[src/sv/assert_macros.svh]
// Assertion helpers shared by the RTL.
`ifndef ASSERT_MACROS_SVH
`define ASSERT_MACROS_SVH

// Checked only outside reset.
`define TVC_ASSERT(label, clk, rst_n, prop, msg) \
  label: assert property (@(posedge clk) disable iff (!rst_n) prop) else $error(msg);

// Checked on every edge, reset included.
`define TVC_ASSERT_ALWAYS(label, clk, prop, msg) \
  label: assert property (@(posedge clk) prop) else $error(msg);

`endif

[src/sv/tvc_pkg.sv]
package tvc_pkg;

  localparam int BUTTON_COUNT = 4;
  localparam int CNT_W        = 16;
  localparam int TEMP_W       = 12;

  localparam int BTN_ON   = 0;
  localparam int BTN_OFF  = 1;
  localparam int BTN_DOWN = 2;
  localparam int BTN_UP   = 3;

  localparam logic [CNT_W-1:0] CNT_MAX = {CNT_W{1'b1}};

  localparam logic signed [TEMP_W-1:0] SP_MIN     = -12'sd400;
  localparam logic signed [TEMP_W-1:0] SP_MAX     = 12'sd1250;
  localparam logic signed [TEMP_W-1:0] SP_RESET   = 12'sd200;
  localparam logic signed [TEMP_W-1:0] TEMP_RESET = 12'sd200;

  localparam logic [15:0] DEBOUNCE_RESET = 16'd50;
  localparam logic [15:0] PERIOD_RESET   = 16'd200;
  localparam logic [7:0]  BAND_RESET     = 8'd10;
  localparam logic [7:0]  STEP_RESET     = 8'd5;

  typedef enum logic [2:0] {
    KIND_TICK     = 3'd0,
    KIND_TEMP     = 3'd1,
    KIND_ON       = 3'd2,
    KIND_OFF      = 3'd3,
    KIND_SETPOINT = 3'd4
  } kind_t;

  typedef enum logic [1:0] {
    MOVE_NONE  = 2'd0,
    MOVE_OPEN  = 2'd1,
    MOVE_CLOSE = 2'd2
  } move_t;

  typedef enum logic [1:0] {
    CFG_DEBOUNCE = 2'd0,
    CFG_PERIOD   = 2'd1,
    CFG_BAND     = 2'd2,
    CFG_STEP     = 2'd3
  } cfg_idx_t;

  typedef struct packed {
    logic [15:0] debounce_ticks;
    logic [15:0] check_period_ticks;
    logic [7:0]  hysteresis_band;
    logic [7:0]  setpoint_step;
  } cfg_t;

  typedef struct packed {
    logic [2:0]                kind;
    logic [BUTTON_COUNT-1:0]   button_levels;
    logic signed [TEMP_W-1:0]  temperature;
    logic                      temperature_valid;
    logic signed [TEMP_W-1:0]  new_setpoint;
  } item_t;

  typedef struct packed {
    logic                      system_on;
    logic                      heater_open;
    move_t                     valve_move;
    logic signed [TEMP_W-1:0]  setpoint;
    logic                      setpoint_changed;
    logic                      state_changed;
  } result_t;

endpackage

[src/sv/tvc_debounce.sv]
module tvc_debounce (
  input  logic                             clk,
  input  logic                             rst_n,
  input  logic                             step_i,
  input  logic [tvc_pkg::BUTTON_COUNT-1:0] levels_i,
  input  logic [15:0]                      debounce_ticks_i,
  output logic [tvc_pkg::BUTTON_COUNT-1:0] press_o
);
  import tvc_pkg::*;

  logic [BUTTON_COUNT-1:0] prev_r;
  logic [BUTTON_COUNT-1:0] stable_r;
  logic [BUTTON_COUNT-1:0] stable_nxt;
  logic [CNT_W-1:0]        cnt_r   [BUTTON_COUNT];
  logic [CNT_W-1:0]        cnt_nxt [BUTTON_COUNT];
  logic [BUTTON_COUNT-1:0] accept;

  always_comb begin
    for (int i = 0; i < BUTTON_COUNT; i++) begin
      if (levels_i[i] != prev_r[i]) begin
        cnt_nxt[i] = '0;
      end else if (cnt_r[i] == CNT_MAX) begin
        cnt_nxt[i] = cnt_r[i];
      end else begin
        cnt_nxt[i] = cnt_r[i] + 1'b1;
      end
      accept[i]     = (cnt_nxt[i] > debounce_ticks_i) && (levels_i[i] != stable_r[i]);
      stable_nxt[i] = accept[i] ? levels_i[i] : stable_r[i];
      // active low: a press is the accepted level dropping to 0
      press_o[i]    = accept[i] && !levels_i[i];
    end
  end

  always_ff @(posedge clk) begin
    if (!rst_n) begin
      prev_r   <= '1;
      stable_r <= '0;
      for (int i = 0; i < BUTTON_COUNT; i++) begin
        cnt_r[i] <= CNT_MAX;
      end
    end else if (step_i) begin
      prev_r   <= levels_i;
      stable_r <= stable_nxt;
      for (int i = 0; i < BUTTON_COUNT; i++) begin
        cnt_r[i] <= cnt_nxt[i];
      end
    end
  end

endmodule

[src/sv/tvc_core.sv]
`include "assert_macros.svh"

module tvc_core (
  input  logic                             clk,
  input  logic                             rst_n,
  input  logic                             step_i,
  input  tvc_pkg::item_t                   item_i,
  input  logic [tvc_pkg::BUTTON_COUNT-1:0] press_i,
  input  tvc_pkg::cfg_t                    cfg_i,
  output tvc_pkg::result_t                 res_o
);
  import tvc_pkg::*;

  logic                     enabled_r,    enabled_nxt;
  logic                     valve_open_r, valve_open_nxt;
  logic signed [TEMP_W-1:0] setpoint_r,   setpoint_nxt;
  logic signed [TEMP_W-1:0] temp_r,       temp_nxt;
  logic                     temp_valid_r, temp_valid_nxt;
  logic [CNT_W-1:0]         check_cnt_r,  check_cnt_nxt;
  logic [CNT_W-1:0]         check_inc;
  move_t                    move;
  move_t                    chk_move;

  function automatic logic signed [TEMP_W-1:0] clamp_sp(input logic signed [TEMP_W:0] v);
    logic signed [TEMP_W:0] lo;
    logic signed [TEMP_W:0] hi;
    lo = {SP_MIN[TEMP_W-1], SP_MIN};
    hi = {SP_MAX[TEMP_W-1], SP_MAX};
    if (v < lo) begin
      return SP_MIN;
    end else if (v > hi) begin
      return SP_MAX;
    end
    return v[TEMP_W-1:0];
  endfunction

  // band check against the stored reading; opens below sp-band, closes above sp+band
  function automatic move_t hyst_move(input logic valid, input logic open,
                                      input logic signed [TEMP_W-1:0] t,
                                      input logic signed [TEMP_W-1:0] sp,
                                      input logic [7:0] band);
    logic signed [TEMP_W+1:0] tx;
    logic signed [TEMP_W+1:0] lo;
    logic signed [TEMP_W+1:0] hi;
    tx = {{2{t[TEMP_W-1]}}, t};
    lo = {{2{sp[TEMP_W-1]}}, sp} - {{(TEMP_W-6){1'b0}}, band};
    hi = {{2{sp[TEMP_W-1]}}, sp} + {{(TEMP_W-6){1'b0}}, band};
    if (!valid) begin
      return MOVE_NONE;
    end else if (!open && (tx < lo)) begin
      return MOVE_OPEN;
    end else if (open && (tx > hi)) begin
      return MOVE_CLOSE;
    end
    return MOVE_NONE;
  endfunction

  assign check_inc = (check_cnt_r == CNT_MAX) ? check_cnt_r : check_cnt_r + 1'b1;

  always_comb begin
    enabled_nxt    = enabled_r;
    valve_open_nxt = valve_open_r;
    setpoint_nxt   = setpoint_r;
    temp_nxt       = temp_r;
    temp_valid_nxt = temp_valid_r;
    check_cnt_nxt  = check_cnt_r;
    move           = MOVE_NONE;
    chk_move       = MOVE_NONE;
    case (kind_t'(item_i.kind))
      KIND_TICK: begin
        // presses take effect in the order on, off, down, up
        if (press_i[BTN_ON]) begin
          enabled_nxt = 1'b1;
        end
        if (press_i[BTN_OFF]) begin
          enabled_nxt = 1'b0;
          if (valve_open_nxt) begin
            valve_open_nxt = 1'b0;
            move           = MOVE_CLOSE;
          end
        end
        if (press_i[BTN_DOWN]) begin
          setpoint_nxt = clamp_sp({setpoint_nxt[TEMP_W-1], setpoint_nxt}
                                  - {5'd0, cfg_i.setpoint_step});
        end
        if (press_i[BTN_UP]) begin
          setpoint_nxt = clamp_sp({setpoint_nxt[TEMP_W-1], setpoint_nxt}
                                  + {5'd0, cfg_i.setpoint_step});
        end
        check_cnt_nxt = check_inc;
        if (enabled_nxt && (check_inc >= cfg_i.check_period_ticks)) begin
          check_cnt_nxt = '0;
          chk_move = hyst_move(temp_valid_r, valve_open_nxt, temp_r, setpoint_nxt,
                               cfg_i.hysteresis_band);
        end
      end
      KIND_TEMP: begin
        temp_nxt       = item_i.temperature;
        temp_valid_nxt = item_i.temperature_valid;
      end
      KIND_ON: begin
        enabled_nxt = 1'b1;
      end
      KIND_OFF: begin
        enabled_nxt = 1'b0;
        if (valve_open_r) begin
          valve_open_nxt = 1'b0;
          move           = MOVE_CLOSE;
        end
      end
      KIND_SETPOINT: begin
        setpoint_nxt = clamp_sp({item_i.new_setpoint[TEMP_W-1], item_i.new_setpoint});
        if (enabled_r) begin
          chk_move = hyst_move(temp_valid_r, valve_open_r, temp_r, setpoint_nxt, 8'd0);
        end
      end
      default: begin
      end
    endcase
    case (chk_move)
      MOVE_OPEN: begin
        valve_open_nxt = 1'b1;
        move           = MOVE_OPEN;
      end
      MOVE_CLOSE: begin
        valve_open_nxt = 1'b0;
        move           = MOVE_CLOSE;
      end
      default: begin
      end
    endcase
  end

  always_comb begin
    res_o.system_on        = enabled_nxt;
    res_o.heater_open      = valve_open_nxt;
    res_o.valve_move       = move;
    res_o.setpoint         = setpoint_nxt;
    res_o.setpoint_changed = (setpoint_nxt != setpoint_r);
    res_o.state_changed    = (enabled_nxt != enabled_r);
  end

  always_ff @(posedge clk) begin
    if (!rst_n) begin
      enabled_r    <= 1'b1;
      valve_open_r <= 1'b0;
      setpoint_r   <= SP_RESET;
      temp_r       <= TEMP_RESET;
      temp_valid_r <= 1'b1;
      check_cnt_r  <= '0;
    end else if (step_i) begin
      enabled_r    <= enabled_nxt;
      valve_open_r <= valve_open_nxt;
      setpoint_r   <= setpoint_nxt;
      temp_r       <= temp_nxt;
      temp_valid_r <= temp_valid_nxt;
      check_cnt_r  <= check_cnt_nxt;
    end
  end

  `TVC_ASSERT(a_off_closed, clk, rst_n, !enabled_r |-> !valve_open_r, "valve open while off")
  `TVC_ASSERT(a_sp_range, clk, rst_n, (setpoint_r >= SP_MIN) && (setpoint_r <= SP_MAX), "setpoint out of range")
  `TVC_ASSERT(a_move_tracks, clk, rst_n, step_i |-> ((res_o.heater_open != valve_open_r) == (res_o.valve_move != MOVE_NONE)), "valve move does not match position change")

endmodule

[src/sv/thermostat_valve_controller.sv]
// Thermostat valve controller: on/off heating with a hysteresis band.
// A word taken into the input stage (item_r) has its result registered in out_r, on out_*.
// Throughput: one word per cycle; in_ready drops only while the input stage is full and the
// result register is full and stalled. Reset (rst_n, synchronous, active low) empties both
// stages, loads the default registers and the reset state at once; there is no clearing pass.
`include "assert_macros.svh"

module thermostat_valve_controller (
  input  logic                clk,
  input  logic                rst_n,
  input  logic                in_valid,
  output logic                in_ready,
  input  logic [2:0]          in_kind,
  input  logic [3:0]          in_button_levels,
  input  logic signed [11:0]  in_temperature,
  input  logic                in_temperature_valid,
  input  logic signed [11:0]  in_new_setpoint,
  output logic                out_valid,
  input  logic                out_ready,
  output logic                out_system_on,
  output logic                out_heater_open,
  output logic [1:0]          out_valve_move,
  output logic signed [11:0]  out_setpoint,
  output logic                out_setpoint_changed,
  output logic                out_state_changed,
  input  logic                cfg_we,
  input  logic [1:0]          cfg_index,
  input  logic [15:0]         cfg_wdata
);
  import tvc_pkg::*;

  cfg_t                    cfg_r;
  item_t                   item_r;
  logic                    v1_r;
  result_t                 out_r;
  logic                    out_valid_r;
  logic                    out_free;
  logic                    step;
  logic [BUTTON_COUNT-1:0] press;
  result_t                 res;

  assign out_free = !out_valid_r || out_ready;
  assign step     = v1_r && out_free;
  assign in_ready = !v1_r || out_free;

  always_ff @(posedge clk) begin
    if (!rst_n) begin
      cfg_r.debounce_ticks     <= DEBOUNCE_RESET;
      cfg_r.check_period_ticks <= PERIOD_RESET;
      cfg_r.hysteresis_band    <= BAND_RESET;
      cfg_r.setpoint_step      <= STEP_RESET;
    end else if (cfg_we) begin
      case (cfg_idx_t'(cfg_index))
        CFG_DEBOUNCE: cfg_r.debounce_ticks     <= cfg_wdata;
        CFG_PERIOD:   cfg_r.check_period_ticks <= cfg_wdata;
        CFG_BAND:     cfg_r.hysteresis_band    <= cfg_wdata[7:0];
        CFG_STEP:     cfg_r.setpoint_step      <= cfg_wdata[7:0];
        default: begin
        end
      endcase
    end
  end

  always_ff @(posedge clk) begin
    if (!rst_n) begin
      v1_r        <= 1'b0;
      out_valid_r <= 1'b0;
    end else begin
      if (in_ready) begin
        v1_r <= in_valid;
      end
      if (out_free) begin
        out_valid_r <= v1_r;
      end
    end
  end

  always_ff @(posedge clk) begin
    if (in_valid && in_ready) begin
      item_r.kind              <= in_kind;
      item_r.button_levels     <= in_button_levels;
      item_r.temperature       <= in_temperature;
      item_r.temperature_valid <= in_temperature_valid;
      item_r.new_setpoint      <= in_new_setpoint;
    end
    if (step) begin
      out_r <= res;
    end
  end

  tvc_debounce u_debounce (
    .clk              (clk),
    .rst_n            (rst_n),
    .step_i           (step && (item_r.kind == KIND_TICK)),
    .levels_i         (item_r.button_levels),
    .debounce_ticks_i (cfg_r.debounce_ticks),
    .press_o          (press)
  );

  tvc_core u_core (
    .clk     (clk),
    .rst_n   (rst_n),
    .step_i  (step),
    .item_i  (item_r),
    .press_i (press),
    .cfg_i   (cfg_r),
    .res_o   (res)
  );

  assign out_valid            = out_valid_r;
  assign out_system_on        = out_r.system_on;
  assign out_heater_open      = out_r.heater_open;
  assign out_valve_move       = out_r.valve_move;
  assign out_setpoint         = out_r.setpoint;
  assign out_setpoint_changed = out_r.setpoint_changed;
  assign out_state_changed    = out_r.state_changed;

  // a word held in the input stage stays there until the result register frees up
  `TVC_ASSERT(a_stage_holds, clk, rst_n, (v1_r && !out_free) |=> v1_r, "stalled word lost")
  `TVC_ASSERT(a_stage_moves, clk, rst_n, step |=> out_valid_r, "processed word not shown")
  `TVC_ASSERT_ALWAYS(a_reset_empty, clk, !rst_n |=> (!out_valid_r && !v1_r), "stages not empty")

endmodule

[config.mk]
export PLATFORM = sky130hd
export DESIGN_NAME = thermostat_valve_controller
export DESIGN_NICKNAME = d
export VERILOG_FILES = /design/src/sv/tvc_pkg.sv /design/src/sv/tvc_debounce.sv /design/src/sv/tvc_core.sv /design/src/sv/thermostat_valve_controller.sv
export VERILOG_INCLUDE_DIRS = /design/src /design/src/sv
export SDC_FILE = /design/constraint.sdc
export NUM_CORES = 1
export LEC_CHECK = 0
export BUFFER_PORTS_ARGS = -buffer_cell sky130_fd_sc_hd__buf_2
export CORE_UTILIZATION = 40
export DETAILED_ROUTE_END_ITERATION = 7
export GPL_ROUTABILITY_DRIVEN = 0
export HOLD_SLACK_MARGIN = 0.03
export PLACE_DENSITY = 0.6
export SKIP_LAST_GASP = 1
export SLEW_MARGIN = 20
export SYNTH_ARGS = -nofsm -noshare
export SYNTH_HDL_FRONTEND = slang
export SYNTH_SLANG_ARGS = --single-unit
[constraint.sdc]
create_clock -name clk -period 10.6 [get_ports clk]
set_input_delay 2.12 -clock clk [delete_from_list [all_inputs] [get_ports clk]]
set_output_delay 2.12 -clock clk [all_outputs]
set_load 0.1 [all_outputs]
======== Word level (Yosys, flattened, before mapping) ========
Memories as Yosys holds them, arrays and structs flattened.
Cells that the tools add are included.
word-level totals
  bits in registers ....................... 151
  latch bits .............................. 0
  bits in writable memories ............... 64
  ROM bits ................................ 0
  input port bits ......................... 55
  memories kept ........................... 1
cells by class
  $add $sub $neg .......................... 9
  multipliers ............................. 0
  div/mod/pow operators ................... 0
  magnitude comparators ................... 15
  eq/ne operators ......................... 24
  shift operators ......................... 0
  multiplexer cells ....................... 77
  bitwise operators ....................... 4
  reduce and logical (&&, ||, !) cells .... 38
memories
  name              words  width  read ports  clocked after Yosys merged registers in  wr ports  line                text
  u_debounce.cnt_r  4      16     4           0                                        4         tvc_debounce.sv:14  logic [CNT_W-1:0] cnt_r [BUTTON_COUNT];
operator list
  cell                                                              number
  two-way mux 16 bit                                                14
  two-way mux 12 bit                                                14
  adder 16 x 1 -> 16 bit (second input constant)                    5
  equality test 16 bit (second input constant)                      5
  greater-than comparator 16 bit                                    4
  two-way mux 1 bit                                                 30
  adder 12 x 9 -> 13 bit                                            2
  greater-than comparator 13 x 12 -> 1 bit (second input constant)  2
  less-than comparator 13 x 10 -> 1 bit (second input constant)     2
  subtractor 12 x 9 -> 13 bit                                       2
  two-way mux 2 bit                                                 12
  case mux 12 bit (2 select lines)                                  1
  AND reduction 2 bit                                               10
  greater-or-equal comparator 16 bit                                1
  logical AND 1 bit                                                 16
  greater-than comparator 12 x 13 -> 1 bit                          1
  less-than comparator 12 x 13 -> 1 bit                             1
  greater-than comparator 12 bit                                    1
  greater-than comparator 12 bit (second input constant)            1
  less-than comparator 12 x 10 -> 1 bit (second input constant)     1
  less-than comparator 12 bit                                       1
  inequality test 12 bit                                            1
  case mux 2 bit (2 select lines)                                   3
  inequality test 1 bit                                             9
  other kinds (12)                                                  28

======== Longest topological paths before layout ========
Gate-level depths: netlist (run 1).
  word-level depth ........................ 33
  gate-level depth with buffers ........... 61
  depth with buffers taken out ............ 60

======== Cells and area by module ========
From an unflattened synthesis (run 1), not the netlist that was laid out.
unflattened totals
  cell total of the unflattened synthesis .. 1829
  area total of the unflattened synthesis .. 16238.1 um^2
modules (own cells, without submodules)
  module                       instances  cells each  area each (um^2)  seq. area each (um^2)
  tvc_core                     1          923         6729.0            860.8
  tvc_debounce                 1          656         6034.5            2082.0
  thermostat_valve_controller  1          250         3474.6            2502.4

======== Worst setup path before layout (run 1) ========
No wires, ideal clock.
  path kind ............................... register to register
  from .................................... mem u_debounce.cnt_r[2][3]
  to ...................................... reg out_r, in the netlist out_heater_open, data pin
  data arrival time ....................... 9226 ps
  required time ........................... 10330 ps
  slack ................................... 1104 ps
  stages on the path, launching flop included .. 59
  buffers on the path ..................... 1
  cells stage by stage .................... edfxtp_1 and4_1 nand2_1 or3_1 nor2_1 nor2_1 and2_1 nand3_1 xor2_1 nor2_1 ha_1 a211oi_1 o21ai_0 a22o_1 o21ai_0 clkbuf_1 a211oi_1 a21oi_1 [23 not listed] nor2_1 nor2_1 nor2_1 nor2_1 nor2_1 xnor2_1 ha_1 nand4_1 o21ai_0 a21oi_1 nor2b_1 o21ai_0 nand3_1 nand3_1 o21a_1 ha_1 nand2_1 o22ai_1
RTL lines
  item                    line                               text
  start: declaration      tvc_debounce.sv:14
  end signal: assignment  thermostat_valve_controller.sv:87  out_r <= res;
  end: declaration        thermostat_valve_controller.sv:35  result_t out_r;

==> impl_results.md, run 1 <==
- Outcome: finished clean
- Die Wd: 198 um
- Hold depth: 2
- I/O pin cnt: 75
- Total GRT Usage: 0.222
- Antenna Nets Post-Route: 0
- Critical path class: flip-flop to flip-flop
- Number of max-cap violations: 0
- Final nets: 2080
- Final setup viols: 0
- Largest net degree at the start of global routing: 80
- Number of global-route vias before repair: 12852
- Clock share of power: 0.420
- Num CTS Buffers: 26
- Die Area: 0.0393 sq mm
- Max clock buf depth: 3
- Least-Margin Pin Slew: 911 ps
- DRT Pass-1 Iters: 7
- Register area share after synthesis: 0.354
- Synth async-reset ratio: 0
- Clock latency on the worst-skew pair: 550 ps
- Footprint of the multi-input gates: 0.00950 sq mm
- Fill cells: 3682
- Mapped Cells: 1800
- Top Family by Delay on Critical Path: simple AND/OR/NAND/NOR gates
- CP max stage cell: fa_1
- Final period utilization: 0.943
- Placed Area: 0.0163 sq mm
- Area Growth Syn to Fin: 13.5%
- Via/cell ratio: 5.66
- Rows: 71
- Power Dens Cells: 133 mW/mm^2
- Register Area: 0.00545 sq mm
- Pins over their slew limit: 0
- GRT overflow: 0
- Lkg Pwr: 0.00671 uW
- CORE AREA: 0.0378 sq mm
- Crit Path Max Fanout: 7
- Ys flop type: edfxtp_1
- Routed len/inst: 18.3 um
- CTS tree: built
- Cell Count, Final, Fillers Out: 2394
- Final Hold Viols: 0
- Syn Std Cell Area: 0.0154 sq mm
- Worst EP arrival: 10470 ps
- Vias: 13551
- Layout Utilization: 0.463
- Avg Inst Size Synth: 8.55 sq um
- Post-Syn Nets: 2017
- Power Total: 2320 uW
- DR iter-0 viols: 1012
- Initial antenna violation count: 1
- CTS H-tree lvls: 1
- Switching portion of total power: 0.284
- N_diodes: 0
- Tmin final: 9990 ps
- Sw Pwr: 658 uW
- Fin Hold WS: 454 ps
- Combinational Power Share: 0.182
- Die outline height: 198 um
- Synth area leaders: edfxtp_1 22%, dfxtp_1 13%, ha_1 13%
- DP HPWL: 32400 um
- Initial Utilization: 0.408
- Clk sinks: 215
- Most frequent cells in the layout: 248 x nand2_1, 155 x ha_1, 153 x nor2_1
- Worst Path Required: 11080 ps
- Flops & latches, synth: 215
- Final wirelength: 43900 um
- Placed insts: 2334
- Most common cell after layout, fill and taps aside: nand2_1
- Share of cells above drive strength 1: 0.118
- Synth area leader: edfxtp_1
- Top-area cell type share of the netlist area: 0.222
- Cell mode on critical path: nor2_1
- Post-synth EDFFs: 114
- Slew HR: 0.393
- Global-route wire length before repair: 68600 um
- R2R cell count: 59
- Class of the worst hold path: flip-flop to flip-flop
- Flop pwr share: 0.398
- Reg clk slew, reported paths: 60 ps
- Achievable Freq: 0.100 GHz
- Worst path buffer plus inverter count: 3
- DRC violations left: 0
- Clk root buf: clkbuf_16
- Startpoint Class: flip-flop
- Port Buffers: 74
- Setup crit end kind: flip-flop
- Final Instance Area: 0.0175 sq mm
- Synth warn: 0
- Peak VDD IR: 0.115 mV
- Worst-case clock skew: 11.2 ps
- Stages on the worst setup path: 59
- Internal: 1660 uW
- Synth cell types: 92
- Worst stage delay on the critical path: 430 ps
-- flip-flops by register name, indices dropped and copies added, names as in the netlist --
| signal | flops |
|---|---|
| out_heater_open | 1 |
| out_system_on | 1 |
| u_core.setpoint_r | 12 |
| out_valve_move | 2 |
| u_debounce.stable_r | 4 |
| out_setpoint_changed | 1 |
| u_core.check_cnt_r | 16 |
| u_debounce.prev_r | 4 |
| out_state_changed | 1 |
| out_valid | 1 |
| out_setpoint | 12 |
| v1_r | 1 |
| u_core.temp_valid_r | 1 |
| u_debounce.cnt_r | 64 |
| u_core.valve_open_r | 1 |
| item_r | 32 |
| cfg_r | 48 |
| u_core.temp_r | 12 |
| u_core.enabled_r | 1 |
-- cells in the mapped netlist, types with 25 or more instances --
master and n:
nor2_1 157, inv_1 88, nand4_1 33, edfxtp_1 114
o21ai_0 128, xnor2_1 55, nand2_1 248, nand3_1 70
dfxtp_1 101, xor2_1 40, ha_1 158, nor3_1 33
clkbuf_1 63, a21oi_1 131, and3_1 25, nand2b_1 41
-- worst min-delay path, delay by kind of cell, from the launching register on --
kind,cells,cell delay [ps]
simple gates,2,100
flops,1,320
-- cell families (layout without fill, tap and decap cells) --
kind of cell | Yosys count | count (layout) | synth area share
buf+inv | 159 | 242 | 0.0400
mux | 18 | 18 | 0.0125
xor+xnor | 95 | 95 | 0.0541
simple gates | 692 | 692 | 0.211
fa+ha+maj | 162 | 162 | 0.134
flops | 215 | 215 | 0.354
compound gates | 459 | 459 | 0.195
-- through the flow --
| stage | worst slack, ps | TNS (ps) |
|---|---|---|
| CTS | 10.8 | 0 |
| detailed placement | 27.8 | 0 |
| global placement | 338 | 0 |
| finish | 608 | 0 |
| global route | -21.9 | -21.9 |
| floorplan | 1100 | 0 |
-- final timing paths --
check	slack [ps]	endpoint	from
worst max-delay path	610	u_core.valve_open_r	u_debounce.cnt_r[2][4]
worst min-delay path	450	u_core.temp_valid_r	item_r[12]
worst max register to register	610	u_core.valve_open_r	u_debounce.cnt_r[2][4]
worst min register to register	450	u_core.temp_valid_r	item_r[12]
-- power groups by stage --
| stage | Clock (uW) | Sequential, uW | Combinational (uW) |
|---|---|---|---|
| final | 975 | 922 | 423 |
| after floorplan | 0 | 958 | 278 |
| after detailed placement | 0 | 939 | 408 |
| after CTS | 995 | 922 | 411 |
| after global routing | 1030 | 924 | 467 |
| after global placement | 0 | 939 | 402 |
-- timing repair --
action,CTS,global route
pin swaps,1,10
gates resized for setup,0,37
setup buffers,0,12
setup endpoints to repair,1,4
gates cloned,0,0
hold buffers,0,0
-- area by class of cell --
cell class                 count  share of cell area
timing repair buffer         105              0.0347
multi-input combinational   1426               0.544
tap                          511              0.0366
clock buffer                  31              0.0413
sequential                   215               0.312
clock inverter                17              0.0125
inverter                      89              0.0191
-- per-layer routing --
metal | global-route usage | up-vias | part of all wire
met5 | 0 | - | 0.00041
met4 | 0.0861 | 2 | 0.038
met1 | 0.290 | 6374 | 0.44
met3 | 0.0312 | 108 | 0.058
li1 | - | 6628 | -
met2 | 0.369 | 439 | 0.46
No activity file was read; power rests on OpenSTA's default activity.
==> inputs of run 2 (changes only) <==
--- a/config.mk
+++ b/config.mk
@@ -8,10 +8,12 @@
 export LEC_CHECK = 0
 export BUFFER_PORTS_ARGS = -buffer_cell sky130_fd_sc_hd__buf_2
 export CORE_UTILIZATION = 40
+export CTS_CLUSTER_DIAMETER = 100
 export DETAILED_ROUTE_END_ITERATION = 7
 export GPL_ROUTABILITY_DRIVEN = 0
 export HOLD_SLACK_MARGIN = 0.03
 export PLACE_DENSITY = 0.6
+export RECOVER_POWER = 50
 export SKIP_LAST_GASP = 1
 export SLEW_MARGIN = 20
 export SYNTH_ARGS = -nofsm -noshare
==> impl_results.md, run 2 (synthesis results as in run 1) <==
- Footprint of the multi-input gates: 0.00949 sq mm (was 0.00950 sq mm)
- Cell mode on critical path: nor2_1 (unchanged)
- I/O pin cnt: 75 (unchanged)
- Final Hold Viols: 0 (unchanged)
- Worst EP arrival: 10450 ps (was 10470 ps)
- DR iter-0 viols: 962 (was 1012)
- Worst stage delay on the critical path: 430 ps (about the same)
- GRT overflow: 0 (unchanged)
- Max clock buf depth: 3 (unchanged)
- Most frequent cells in the layout: 248 x nand2_1, 155 x ha_1, 153 x nor2_1 (unchanged)
- Rows: 71 (unchanged)
- Largest net degree at the start of global routing: 80 (unchanged)
- CP max stage cell: fa_1 (unchanged)
- Port Buffers: 74 (unchanged)
- Most common cell after layout, fill and taps aside: nand2_1 (unchanged)
- Clock latency on the worst-skew pair: 550 ps (about the same)
- Crit Path Max Fanout: 7 (unchanged)
- Max FFs per register: 64 (unchanged)
- Least-Margin Pin Slew: 3750 ps (was 911 ps)
- Die Wd: 198 um (unchanged)
- Failing checks: max-capacitance violations, max-slew violations
- Antenna Nets Post-Route: 0 (unchanged)
- Reg clk slew, reported paths: 60 ps (about the same)
- Clk root buf: clkbuf_16 (unchanged)
- Outcome: complete, but fails checks (was finished clean)
- DRT Pass-1 Iters: 6 (was 7)
- Power Dens Cells: 133 mW/mm^2 (about the same)
- Clk sinks: 215 (unchanged)
- Area Growth Syn to Fin: 13.1% (was 13.5%)
- Fill cells: 3699 (was 3682)
- Worst Path Required: 11080 ps (about the same)
- N_diodes: 0 (unchanged)
- Lkg Pwr: 0.00661 uW (was 0.00671 uW)
- Final nets: 2080 (unchanged)
- Achievable Freq: 0.100 GHz (about the same)
- Final setup viols: 0 (unchanged)
- Die outline height: 198 um (unchanged)
- Vias: 13478 (was 13551)
- Number of global-route vias before repair: 12852 (unchanged)
- Regs by FF count: u_debounce.cnt_r (64), cfg_r (48), item_r (32) (unchanged)
- DRC violations left: 0 (unchanged)
- CTS Hold Bufs: 0 (unchanged)
- Number of max-cap violations: 6 (was 0)
- Setup crit end kind: flip-flop (unchanged)
- Peak VDD IR: 0.115 mV (about the same)
- Largest register by flop count: u_debounce.cnt_r (unchanged)
- Via/cell ratio: 5.63 (was 5.66)
- Pins over their slew limit: 273 (was 0)
- Final period utilization: 0.941 (was 0.943)
- Tmin final: 9980 ps (was 9990 ps)
- CTS tree: built (unchanged)
- CTS H-tree lvls: 1 (unchanged)
- Total GRT Usage: 0.222 (unchanged)
- Setup Slack @ Placement: 27.8 ps (unchanged)
- Fin Hold WS: 454 ps (about the same)
- Initial Utilization: 0.408 (unchanged)
- DP HPWL: 32400 um (unchanged)
- Final wirelength: 43600 um (was 43900 um)
- Class of the worst hold path: flip-flop to flip-flop (unchanged)
- Initial antenna violation count: 1 (unchanged)
- Worst-case clock skew: 10.3 ps (was 11.2 ps)
- Die Area: 0.0393 sq mm (unchanged)
- Share of cells above drive strength 1: 0.101 (was 0.118)
- Register Area: 0.00545 sq mm (unchanged)
- Startpoint Class: flip-flop (unchanged)
- Critical path class: flip-flop to flip-flop (unchanged)
- Num CTS Buffers: 26 (unchanged)
- CORE AREA: 0.0378 sq mm (unchanged)
- Final WS setup: 625 ps (was 608 ps)
- Slew HR: -1.50 (was 0.393)
- Global-route wire length before repair: 68600 um (unchanged)
- Routed len/inst: 18.2 um (was 18.3 um)
-- run 2: cell count changes in the layout (fill, tap and decap cells not counted), sizes merged --
cell	before	now
clkinv	10	11
buf	105	76
clkbuf	31	60
inv	91	90
-- run 2: stage by stage --
stage	instances	total power (uW)	TNS [ps]	cell area, sq um	util
6_report	2394	2320	0	17400	0.461
4_1_cts	2382	2330	0	17200	0.456
3_5_place_dp	2334	1350	0	16300	0.431
3_3_place_gp	2334	1340	0	16300	0.431
5_1_grt	2394	2420	-24.7	17400	0.461
2_1_floorplan	1800	1240	0	15400	-
-- run 2: final cells by class --
class | instances | share of cell area
Clock buffer | 31 | 0.0415
Timing Repair Buffer | 105 | 0.0321
Tap cell | 511 | 0.0367
Inverter | 89 | 0.0192
Sequential cell | 215 | 0.313
Multi-Input combinational cell | 1426 | 0.545
Clock inverter | 17 | 0.0125
-- run 2: layer usage --
metal | track usage | wire [um] | up-vias
met2 | 0.369 | 20300 | 391
li1 | - | - | 6633
met1 | 0.290 | 19300 | 6350
met3 | 0.0312 | 2340 | 102
met5 | 0 | 18 | -
met4 | 0.0861 | 1670 | 2
-- run 2: path summary, 6_finish.rpt --
kind | startpoint | endpoint | slack, ps | depth (start not counted)
max | u_debounce.cnt_r[2][4] | u_core.valve_open_r | 620 | 59
min | item_r[12] | u_core.temp_valid_r | 450 | 2
max reg2reg | u_debounce.cnt_r[2][4] | u_core.valve_open_r | 620 | 59
min reg2reg | item_r[12] | u_core.temp_valid_r | 450 | 2
-- run 2: repair_timing --
action	CTS	global route
pin swaps	1	10
buffers inserted	0	12
endpoints found under the setup margin	1	4
resized for setup	0	37
cloned	0	0
-- run 2: power by group --
group | leakage [uW] | switching, uW | total (uW) | internal (uW)
Combinational | 0.00440 | 269 | 419 | 150
Clock | 0.000469 | 368 | 975 | 607
Sequential | 0.00174 | 20.3 | 924 | 903
-- run 2: critical path: cells and delay by family (launching register included) --
family	cells	cell delay, ps
AOI/OAI and AO/OA	13	2330
xor gates and xnor gates	2	330
adders and majority gates	6	1950
DFF	1	380
muxes	2	440
and+or+nand+nor	33	4190
buffers and inverters	3	300
